[config.mk]
export PLATFORM = sky130hd
export DESIGN_NAME = seven_segment_mux_display_core
export DESIGN_NICKNAME = d
export VERILOG_FILES = /design/src/rtl/ssmd_pkg.sv /design/src/rtl/seven_segment_mux_display_core.sv
export SDC_FILE = /design/constraint.sdc
export NUM_CORES = 1
export LEC_CHECK = 0
export CORE_ASPECT_RATIO = 0.75
export CORE_UTILIZATION = 45
export DETAILED_ROUTE_END_ITERATION = 16
export DONT_BUFFER_PORTS = 1
export HOLD_SLACK_MARGIN = 0.08
export PLACE_DENSITY = 0.69
export RECOVER_POWER = 100
export SLEW_MARGIN = 10
export SYNTH_ARGS = -nofsm -noshare
export SYNTH_HDL_FRONTEND = slang
export SYNTH_SLANG_ARGS = --single-unit
export TNS_END_PERCENT = 100
[constraint.sdc]
create_clock -name clk -period 19.68 [get_ports clk]
set_clock_uncertainty 0.1 [all_clocks]
set_input_delay 3.936 -clock clk [delete_from_list [all_inputs] [get_ports clk]]
set_output_delay 3.936 -clock clk [all_outputs]
set_load 0.02 [all_outputs]
[src/rtl/ssmd_pkg.sv]
package ssmd_pkg;

    localparam int NUM_SYMBOLS = 21;

    localparam logic [4:0]  BLANK_CODE   = 5'd20;
    localparam logic [15:0] SCALED_LIMIT = 16'h0550;
    localparam logic [7:0]  PORT_B_BITS  = 8'h30;
    localparam logic [7:0]  PORT_C_BITS  = 8'h90;
    localparam logic [7:0]  PORT_D_BITS  = 8'h0E;
    localparam logic [7:0]  POINT_BIT    = 8'h08;

    localparam logic [1:0] DOT_POSITION_RESET = 2'd1;

    localparam logic [2:0] FUNC_FOUR   = 3'd0;
    localparam logic [2:0] FUNC_UPPER  = 3'd1;
    localparam logic [2:0] FUNC_LOWER  = 3'd2;
    localparam logic [2:0] FUNC_SCALED = 3'd3;
    localparam logic [2:0] FUNC_SCAN   = 3'd4;

    typedef struct packed {
        logic [2:0]  func;
        logic [15:0] value;
        logic [1:0]  scan_digit;
        logic        dot_on;
    } in_word_t;

    typedef struct packed {
        logic [7:0] segments_b;
        logic [7:0] segments_c;
        logic [7:0] segments_d;
        logic [3:0] digit_enable;
    } out_word_t;

    localparam logic [7:0] SEG_B_TAB [32] = '{
        8'hCF, 8'hFF, 8'hCF, 8'hEF, 8'hFF, 8'hEF, 8'hCF, 8'hFF,
        8'hCF, 8'hEF, 8'hCF, 8'hFF, 8'hDF, 8'h6F, 8'hDF, 8'hDF,
        8'hFF, 8'hDF, 8'hCF, 8'hFF, 8'hFF, 8'hFF, 8'hFF, 8'hFF,
        8'hFF, 8'hFF, 8'hFF, 8'hFF, 8'hFF, 8'hFF, 8'hFF, 8'hFF};

    localparam logic [7:0] SEG_C_TAB [32] = '{
        8'hEF, 8'hEF, 8'h7F, 8'h6F, 8'h6F, 8'h6F, 8'h6F, 8'hEF,
        8'h6F, 8'h6F, 8'h6F, 8'h2F, 8'h3F, 8'h2F, 8'h3F, 8'h7F,
        8'hFF, 8'hBF, 8'hAF, 8'hFF, 8'hFF, 8'hFF, 8'hFF, 8'hFF,
        8'hFF, 8'hFF, 8'hFF, 8'hFF, 8'hFF, 8'hFF, 8'hFF, 8'hFF};

    localparam logic [7:0] SEG_D_TAB [32] = '{
        8'hF1, 8'hFD, 8'hF5, 8'hF5, 8'hF9, 8'hF3, 8'hF3, 8'hF5,
        8'hF1, 8'hF1, 8'hF7, 8'hF7, 8'hFF, 8'hF7, 8'hF7, 8'hF7,
        8'hF7, 8'hFF, 8'hFF, 8'hFF, 8'hFF, 8'hFF, 8'hFF, 8'hFF,
        8'hFF, 8'hFF, 8'hFF, 8'hFF, 8'hFF, 8'hFF, 8'hFF, 8'hFF};

    // reciprocal multiplies, exact for x <= 9999
    function automatic logic [9:0] div10(input logic [13:0] x);
        logic [26:0] p;
        p = 27'(x) * 27'd6554;
        return p[25:16];
    endfunction

    function automatic logic [6:0] div100(input logic [13:0] x);
        logic [26:0] p;
        p = 27'(x) * 27'd5243;
        return p[25:19];
    endfunction

    function automatic logic [3:0] div1000(input logic [13:0] x);
        logic [27:0] p;
        p = 28'(x) * 28'd8389;
        return p[26:23];
    endfunction

endpackage

[src/rtl/seven_segment_mux_display_core.sv]
// A scan tick accepted on in is held in the input stage, then its word is registered into out_data.
// Throughput: one word per cycle on in; write operations produce no output word.
// in_ready drops only while a scan tick waits behind an output word not yet taken.
// Reset (rst_n low, asynchronous): digit buffer cleared to code 0, dot_position set
// to 1, input and output stages emptied.
module seven_segment_mux_display_core (
    input  logic                 clk,
    input  logic                 rst_n,
    input  logic                 in_valid,
    output logic                 in_ready,
    input  ssmd_pkg::in_word_t   in_data,
    output logic                 out_valid,
    input  logic                 out_ready,
    output ssmd_pkg::out_word_t  out_data,
    input  logic                 cfg_we,
    input  logic [1:0]           cfg_wdata
);
    import ssmd_pkg::*;

    logic        s1_valid_reg;
    in_word_t    s1_data_reg;
    logic        out_valid_reg;
    out_word_t   out_data_reg;
    out_word_t   out_data_next;
    logic [1:0]  dot_position_reg;
    logic [4:0]  digit_buffer_reg [4];

    logic        s1_is_scan;
    logic        s1_fire;
    logic        out_load;

    logic [13:0] sat_value;
    logic [14:0] scaled_prod;
    logic [13:0] bcd_in;
    logic [9:0]  q10;
    logic [6:0]  q100;
    logic [3:0]  q1000;
    logic [6:0]  hu_wide;
    logic [9:0]  te_wide;
    logic [13:0] on_wide;
    logic [3:0]  th;
    logic [3:0]  hu;
    logic [3:0]  te;
    logic [3:0]  on;
    logic [4:0]  code_raw;
    logic [4:0]  code;

    assign s1_is_scan = (s1_data_reg.func == FUNC_SCAN);
    assign out_load   = s1_valid_reg && s1_is_scan && (!out_valid_reg || out_ready);
    assign s1_fire    = s1_valid_reg && (!s1_is_scan || !out_valid_reg || out_ready);
    assign in_ready   = !s1_valid_reg || s1_fire;
    assign out_valid  = out_valid_reg;
    assign out_data   = out_data_reg;

    // pick the number to split into decimal digits
    always_comb
    begin
        scaled_prod = 15'(s1_data_reg.value[10:0]) * 15'd10;
        sat_value   = s1_data_reg.value[13:0];
        case (s1_data_reg.func)
            FUNC_FOUR:
            begin
                if (s1_data_reg.value > 16'd9999)
                    sat_value = 14'd9999;
            end
            FUNC_UPPER, FUNC_LOWER:
            begin
                if (s1_data_reg.value > 16'd99)
                    sat_value = 14'd99;
            end
            default:
            begin
                sat_value = s1_data_reg.value[13:0];
            end
        endcase
        if (s1_data_reg.func == FUNC_SCALED)
            bcd_in = {3'b000, scaled_prod[14:4]};
        else
            bcd_in = sat_value;
    end

    always_comb
    begin
        q10     = div10(bcd_in);
        q100    = div100(bcd_in);
        q1000   = div1000(bcd_in);
        hu_wide = q100 - 7'(q1000) * 7'd10;
        te_wide = q10 - 10'(q100) * 10'd10;
        on_wide = bcd_in - 14'(q10) * 14'd10;
        th      = q1000;
        hu      = hu_wide[3:0];
        te      = te_wide[3:0];
        on      = on_wide[3:0];
    end

    // segment lookup for a scan tick
    always_comb
    begin
        code_raw = digit_buffer_reg[s1_data_reg.scan_digit];
        if ({1'b0, code_raw} >= 6'(NUM_SYMBOLS))
            code = BLANK_CODE;
        else
            code = code_raw;
        out_data_next.segments_b = PORT_B_BITS & SEG_B_TAB[code];
        out_data_next.segments_c = PORT_C_BITS & SEG_C_TAB[code];
        if (!(dot_position_reg == s1_data_reg.scan_digit && s1_data_reg.dot_on))
            out_data_next.segments_c = out_data_next.segments_c | POINT_BIT;
        out_data_next.segments_d   = PORT_D_BITS & SEG_D_TAB[code];
        out_data_next.digit_enable = 4'b0001 << s1_data_reg.scan_digit;
    end

    always_ff @(posedge clk or negedge rst_n)
    begin
        if (!rst_n)
        begin
            s1_valid_reg  <= 1'b0;
            out_valid_reg <= 1'b0;
        end
        else
        begin
            if (in_ready)
                s1_valid_reg <= in_valid;
            if (out_load)
                out_valid_reg <= 1'b1;
            else if (out_ready)
                out_valid_reg <= 1'b0;
        end
    end

    always_ff @(posedge clk)
    begin
        if (in_ready && in_valid)
            s1_data_reg <= in_data;
        if (out_load)
            out_data_reg <= out_data_next;
    end

    always_ff @(posedge clk or negedge rst_n)
    begin
        if (!rst_n)
            dot_position_reg <= DOT_POSITION_RESET;
        else if (cfg_we)
            dot_position_reg <= cfg_wdata;
    end

    always_ff @(posedge clk or negedge rst_n)
    begin
        if (!rst_n)
        begin
            for (int i = 0; i < 4; i++)
                digit_buffer_reg[i] <= 5'd0;
        end
        else if (s1_fire)
        begin
            case (s1_data_reg.func)
                FUNC_FOUR:
                begin
                    digit_buffer_reg[0] <= (th == 4'd0) ? BLANK_CODE : {1'b0, th};
                    digit_buffer_reg[1] <= (th == 4'd0 && hu == 4'd0) ?
                                           BLANK_CODE : {1'b0, hu};
                    digit_buffer_reg[2] <= (th == 4'd0 && hu == 4'd0 && te == 4'd0) ?
                                           BLANK_CODE : {1'b0, te};
                    digit_buffer_reg[3] <= {1'b0, on};
                end
                FUNC_UPPER:
                begin
                    digit_buffer_reg[0] <= (te == 4'd0) ? BLANK_CODE : {1'b0, te};
                    digit_buffer_reg[1] <= (te == 4'd0 && on == 4'd0) ?
                                           BLANK_CODE : {1'b0, on};
                end
                FUNC_LOWER:
                begin
                    digit_buffer_reg[2] <= {1'b0, te};
                    digit_buffer_reg[3] <= {1'b0, on};
                end
                FUNC_SCALED:
                begin
                    if (s1_data_reg.value > SCALED_LIMIT)
                    begin
                        digit_buffer_reg[0] <= 5'd8;
                        digit_buffer_reg[1] <= 5'd7;
                        digit_buffer_reg[2] <= 5'd7;
                        digit_buffer_reg[3] <= 5'd8;
                    end
                    else
                    begin
                        digit_buffer_reg[0] <= 5'd0;
                        digit_buffer_reg[1] <= {1'b0, hu};
                        digit_buffer_reg[2] <= {1'b0, te};
                        digit_buffer_reg[3] <= {1'b0, on};
                    end
                end
                default:
                begin
                end
            endcase
        end
    end

endmodule

==> results of run 1 <==
==> stage by stage <==
| step | utilization [%] | cells | worst slack (ns) |
|---|---|---|---|
| after global routing | 48.5 | 1507 | 8.36 |
| after floorplan | - | 1182 | 10.74 |
| after detailed placement | 47.3 | 1491 | 9.98 |
| final | 48.5 | 1507 | 8.97 |
| after CTS | 48.7 | 1507 | 9.91 |
| after global placement | 47.3 | 1491 | 10.24 |
==> area by class of cell <==
class | instances | area, um^2 | area share, %
clock buffers | 13 | 303 | 2.60
multi-input cells | 828 | 8250 | 70.9
flip-flops and latches | 57 | 1600 | 13.7
repair buffers | 7 | 48.8 | 0.419
clock inverters | 3 | 17.5 | 0.151
well taps | 331 | 414 | 3.56
inverters | 268 | 1010 | 8.65
==> Yosys cell counts, types with 10 or more instances <==
library cell | instances | area, um^2
xor2_1 | 20 | 175
a21oi_1 | 39 | 195
o21ai_0 | 35 | 175
dfrtp_1 | 22 | 551
ha_1 | 226 | 2830
edfxtp_1 | 34 | 1020
inv_1 | 266 | 998
fa_1 | 116 | 2320
buf_4 | 16 | 120
nor2b_1 | 13 | 81.3
a21o_1 | 14 | 105
xnor2_1 | 35 | 307
nor2_1 | 48 | 180
nor3_1 | 14 | 70.1
a31oi_1 | 12 | 75.1
nand3_1 | 20 | 100
nand2b_1 | 19 | 119
o21a_1 | 10 | 75.1
nand2_1 | 60 | 225
==> cells in the final DEF (no fill, tap or decap), types with 3 or more instances in the layout <==
master     synthesis  layout
a211oi_1           8       8
fa_1             116     116
buf_4             16       6
o22a_1             3       3
nand4_1            9       9
a31oi_1           12      12
a21o_1            14      14
nand2b_1          19      19
xnor2_1           35      36
inv_1            266     266
nor2b_1           13      13
o21ai_1            3       4
nand3_1           20      20
o21ai_0           35      34
nor2_1            48      48
nor3_1            14      14
o21a_1            10      10
o211ai_1           4       4
mux4_2             4       4
dfrtp_1           22      22
or2_2              6       6
clkbuf_16          0      11
nand2_1           60      60
a41oi_1            3       3
or3_1              6       6
edfxtp_1          34      34
ha_1             226     226
xor2_1            20      20
and2_1             9       7
a21oi_1           39      39
o31ai_1            6       4
a311oi_1           3       4
conb_1             1      16
o22ai_1            3       3
==> worst max-delay path, delay by kind of cell, from the launching register on <==
family	cells	cell delay, ns
flops	1	0.47
simple gates	4	1.15
fa+ha+maj	11	3.74
compound gates	10	2.69
buf+inv	7	1.11
xor+xnor	7	1.37
==> per-layer routing <==
metal / wire length [um] / vias up / GRT usage, % / share of wire (%)
li1: - / 3849 / - / -
met5: 0 / - / 0 / 0
met2: 11300 / 321 / 33.7 / 43
met4: 371 / 0 / 4.15 / 1.4
met1: 12500 / 3960 / 32.1 / 47
met3: 2180 / 29 / 5.10 / 8.3
==> path summary, 6_finish.rpt <==
path / startpoint / endpoint / slack (ns) / cells after the start
setup / recovery: s1_data_reg[6] / digit_buffer_reg[7] / 8.97 / 39
hold reg to reg: digit_buffer_reg[0] / digit_buffer_reg[0] / 0.37 / 2
hold / removal: digit_buffer_reg[0] / digit_buffer_reg[0] / 0.37 / 2
setup reg to reg: s1_data_reg[6] / digit_buffer_reg[7] / 8.97 / 39
max in group asynchronous: rst_n / dot_position_reg[0] / 16.11 / 0
min in group asynchronous: rst_n / digit_buffer_reg[3] / 3.20 / 0
==> logic make-up (layout without fill, tap and decap cells) <==
kind of cell	Yosys count	in the layout	synth area share, %
adders and majority gates	342	342	46.9
xor gates and xnor gates	58	58	4.94
buffers and inverters	297	291	10.8
muxes	7	7	1.12
other	1	16	0.0341
DFF	57	57	14.5
and+or+nand+nor	227	227	10.8
AOI/OAI and AO/OA	178	178	10.9
==> results.json, run 1 <==
{
  "first_iter_violations": 674,
  "cp.required_ns": 19.85,
  "nFillCells": 2234,
  "grt_max_degree": 24,
  "core.rowCount": 49,
  "largest_reg_flops": 22,
  "die_y_um": 137,
  "grt_pass1_wl_um": 42600,
  "tritoncts": "built",
  "clk_pin_slew_ns": 0.05,
  "clock-root-buffer": "clkbuf_16",
  "synthesis.instances": 1167,
  "synth_seq_cells": 57,
  "max_stage_delay_ns": 0.88,
  "synth.distinct_cells": 86,
  "clockBufferDepth": 2,
  "grt_usage_pct": 22.1,
  "synth_seq_area_share_pct": 14.5,
  "dieArea_um2": 25100,
  "clock_latency_ns": 0.33,
  "ys.warnings.count": 0,
  "final_area_um2": 11600,
  "dr.pass1.iters": 5,
  "critPathMaxFanout": 15,
  "h-tree-depth": 3,
  "antenna_found_initial": 0,
  "numCtsBuffers": 9,
  "drt_wl_total_um": 26400,
  "post-route-min-period_ns": 10.71,
  "setup_violations": 0,
  "cp-end-kind": "flip-flop",
  "drc_errors": 0,
  "maxSlewHeadroom_pct": 10.1,
  "synth_top_flop_cell": "edfxtp_1",
  "avgSynthCellArea_um2": 9.42,
  "via_per_inst": 5.41,
  "status": "finished, final reports clean",
  "grt_pass1_vias": 8123,
  "grt-ovfl-total": 0,
  "final_antenna_net_count": 0,
  "maxCapViolations": 0,
  "area_delta_synth_final_pct": 5.86,
  "wire_per_inst_um": 17.5,
  "hold_class": "reg2reg",
  "cts_resized": 0,
  "cts_hold_buf": 0,
  "setup_tns_ns": 0,
  "dpl.hpwl_um": 22000,
  "slowest_stage": "a311oi_1",
  "synth_edf_count": 34,
  "clock.fmax_mhz": 93.4,
  "start_util_pct": 45.8,
  "ios": 59,
  "clock-sinks": 57,
  "place_area_um2": 11300,
  "core-area_um2": 24000,
  "die_w_um": 182,
  "rsz0062_at_grt": "false",
  "vias": 8159,
  "whs_ns": 0.367,
  "async_reset_ff_share_pct": 40.4,
  "worst_pin_slew_ns": 1.35,
  "arrival_ns": 10.87,
  "finalHoldViolCount": 0,
  "drv_slew": 0,
  "diodes": 0,
  "port_buffers": 0,
  "cts_setup_buffers": 0,
  "worstSetupStartpointType": "flip-flop",
  "timing.final.crit_share_pct": 54.4,
  "synth_area_um2": 11000,
  "drive_gt1_share_pct": 4.42,
  "final_net_count": 1542,
  "critPathKind": "reg2reg",
  "place.gp.congestion": 0.954
}
Power of run 1 is not shown: default switching activity piles up to over one toggle a cycle in this logic, so the estimate is an artifact.
==> run 2, diff against run 1 <==
Settings changed: ABC_AREA set to 1, PLACE_DENSITY 0.69 to 0.71.
Clock period 19.68 ns to 8.65 ns, I/O delays scaled along.
==> run 2 against run 1 <==
Net effect: wire length rose by 22%; critical path depth rose by 1; cell count up 28%; via count grew 21%; worst hold slack better by 0.019 ns; the run now ends with max-capacitance violations, max-slew violations left; core utilization rose by 1.3 points; first-iteration DRC count is 14% higher; flip-flop and latch count unchanged; die area increased by 7.8%; non-clock buffer count grew 27; design area is 11% higher; fmax up 29%.
==> results.json, run 2 <==
{
  "grt-busiest-layer": "met1",
  "wire_per_inst_um": 16.6,
  "clock-root-buffer": "clkbuf_16",
  "drive_gt1_share_pct": 8.22,
  "synth_compound_area_share_pct": 7.40,
  "maxSlewHeadroom_pct": -8.18,
  "setup_violations": 0,
  "cpLargestDelayFamily": "adder cells",
  "timing.final.crit_share_pct": 95.9,
  "worst_pin_slew_ns": 1.62,
  "largest_reg_flops": 22,
  "yosysMostFrequentCell": "inv_1",
  "place_area_um2": 12400,
  "synthXorXnorAreaFrac_pct": 2.06,
  "dp_slack_ns": 0.0870,
  "synth_top_flop_cell": "edfxtp_1",
  "muxShareOfSynthArea_pct": 0,
  "dpl.cell_count": 1899,
  "cp-end-kind": "flip-flop",
  "clk_pin_slew_ns": 0.05,
  "vias": 9885,
  "maxCapViolations": 1,
  "violations": "max-capacitance violations, max-slew violations",
  "clock.fmax_mhz": 121,
  "grt_pass1_vias": 9343,
  "critPathKind": "reg2reg",
  "synth.distinct_cells": 50,
  "dieArea_um2": 27000,
  "critPathMaxFanout": 10,
  "layout.cells.non_filler": 1926,
  "numCtsBuffers": 9,
  "avgSynthCellArea_um2": 7.72,
  "via_per_inst": 5.13,
  "die_w_um": 189,
  "max_stage_delay_ns": 0.53,
  "worstSetupStartpointType": "flip-flop",
  "dr.pass1.iters": 5,
  "area_delta_synth_final_pct": 8.73,
  "synth_top_family_by_area": "adder cells",
  "grt_usage_pct": 24.0,
  "drt_wl_total_um": 32000,
  "use_met3_pct": 7.54,
  "crit_top_cell": "ha_1",
  "ios": 59,
  "die_y_um": 143,
  "async_reset_ff_share_pct": 40.4,
  "drv_slew": 23,
  "dpl.hpwl_um": 27700,
  "final_net_count": 1948,
  "synth_edf_count": 34,
  "final_cell_mix": "401 x inv_1, 305 x nand2_1, 221 x ha_1",
  "core.rowCount": 51,
  "arrival_ns": 8.44,
  "layout_setup_ws_ns": 0.357,
  "synth_seq_area_share_pct": 13.5,
  "final_antenna_net_count": 0,
  "clock-sinks": 57,
  "yosys.area.top_type": "ha_1",
  "synthesis.instances": 1536,
  "cp.required_ns": 8.79,
  "gr-usage-met2_pct": 34.0,
  "synth_area_um2": 11900,
  "synth_top_area_share_pct": 23.8,
  "status": "finished, violations left",
  "clock_latency_ns": 0.32,
  "antenna_found_initial": 0,
  "post-route-min-period_ns": 8.29,
  "diodes": 0,
  "finalHoldViolCount": 0,
  "core-area_um2": 25900,
  "synthTopCellsByCount": "404 x inv_1, 308 x nand2_1, 226 x ha_1",
  "first_iter_violations": 769,
  "clockBufferDepth": 2,
  "grt_pass1_wl_um": 49500,
  "final_area_um2": 12900,
  "grt_max_degree": 24,
  "h-tree-depth": 3,
  "ys.warnings.count": 0,
  "crit_buf_inv": 6,
  "tritoncts": "built",
  "slowest_stage": "fa_1",
  "use_met1_pct": 35.3,
  "port_buffers": 0,
  "start_util_pct": 45.8,
  "hold_class": "reg2reg",
  "synthAdderAreaFrac_pct": 43.4,
  "synth_area_leaders": "ha_1 24%, fa_1 20%, inv_1 13%",
  "place.gp.congestion": 1.07,
  "grt-ovfl-total": 0,
  "drc_errors": 0,
  "synthSimpleGateAreaFrac_pct": 19.1,
  "final_common_cell": "inv_1",
  "synth_seq_cells": 57,
  "cts_hold_buf": 0
}
[run 2: cell families after synthesis]
family / after synthesis
simple gates: 520
buf+inv: 439
fa+ha+maj: 342
compound gates: 150
flops: 57
xor+xnor: 27
other cells: 1
[run 2: area by class of cell]
class,instances,area (um^2)
multi-input combinational,1055,8740
timing repair buffer,34,259
fill,2548,13000
inverter,420,1580
tap,344,430
sequential,57,1600
clock inverter,6,58.8
clock buffer,10,229
[run 2: timing repair]
action / 4_1_cts / 5_1_grt
gates resized for setup: 0 / 35
buffers inserted: 0 / 11
endpoints found under the setup margin: 0 / 8
[run 2: path summary, 6_finish.rpt]
check,start,endpoint,slack (ns),depth (start not counted)
setup / recovery,s1_data_reg[6],digit_buffer_reg[14],0.36,40
hold / removal,digit_buffer_reg[19],digit_buffer_reg[19],0.39,2
setup reg to reg,s1_data_reg[6],digit_buffer_reg[14],0.36,40
hold reg to reg,digit_buffer_reg[19],digit_buffer_reg[19],0.39,2
max in group asynchronous,rst_n,dot_position_reg[0],7.26,0
min in group asynchronous,rst_n,out_valid,1.00,0
[run 2: through the flow]
step | setup TNS [ns] | util, % | hold WS [ns]
CTS | 0 | 48.9 | 0.386
global placement | 0 | 47.8 | 0.370
detailed placement | 0 | 47.8 | 0.379
floorplan | 0 | - | 0.349
finish | 0 | 49.8 | 0.386
global route | -0.184 | 49.8 | 0.406
[run 2: routing by layer]
metal  up-vias  share of wire [%]
li1       4825                  -
met1      4667                 47
met2       358                 41
met3        35                 11
met4         0                1.7
met5         -                  0
[run 2: worst reg2reg max path: cells and delay by family, from the launching register on]
| family | cells | cell delay, ns |
|---|---|---|
| xor gates and xnor gates | 4 | 0.83 |
| adders and majority gates | 10 | 3.47 |
| buffers and inverters | 6 | 0.83 |
| DFF | 1 | 0.45 |
| AOI/OAI and AO/OA | 6 | 1.01 |
| and+or+nand+nor | 14 | 1.52 |
Power of run 2 is left out for the same reason.
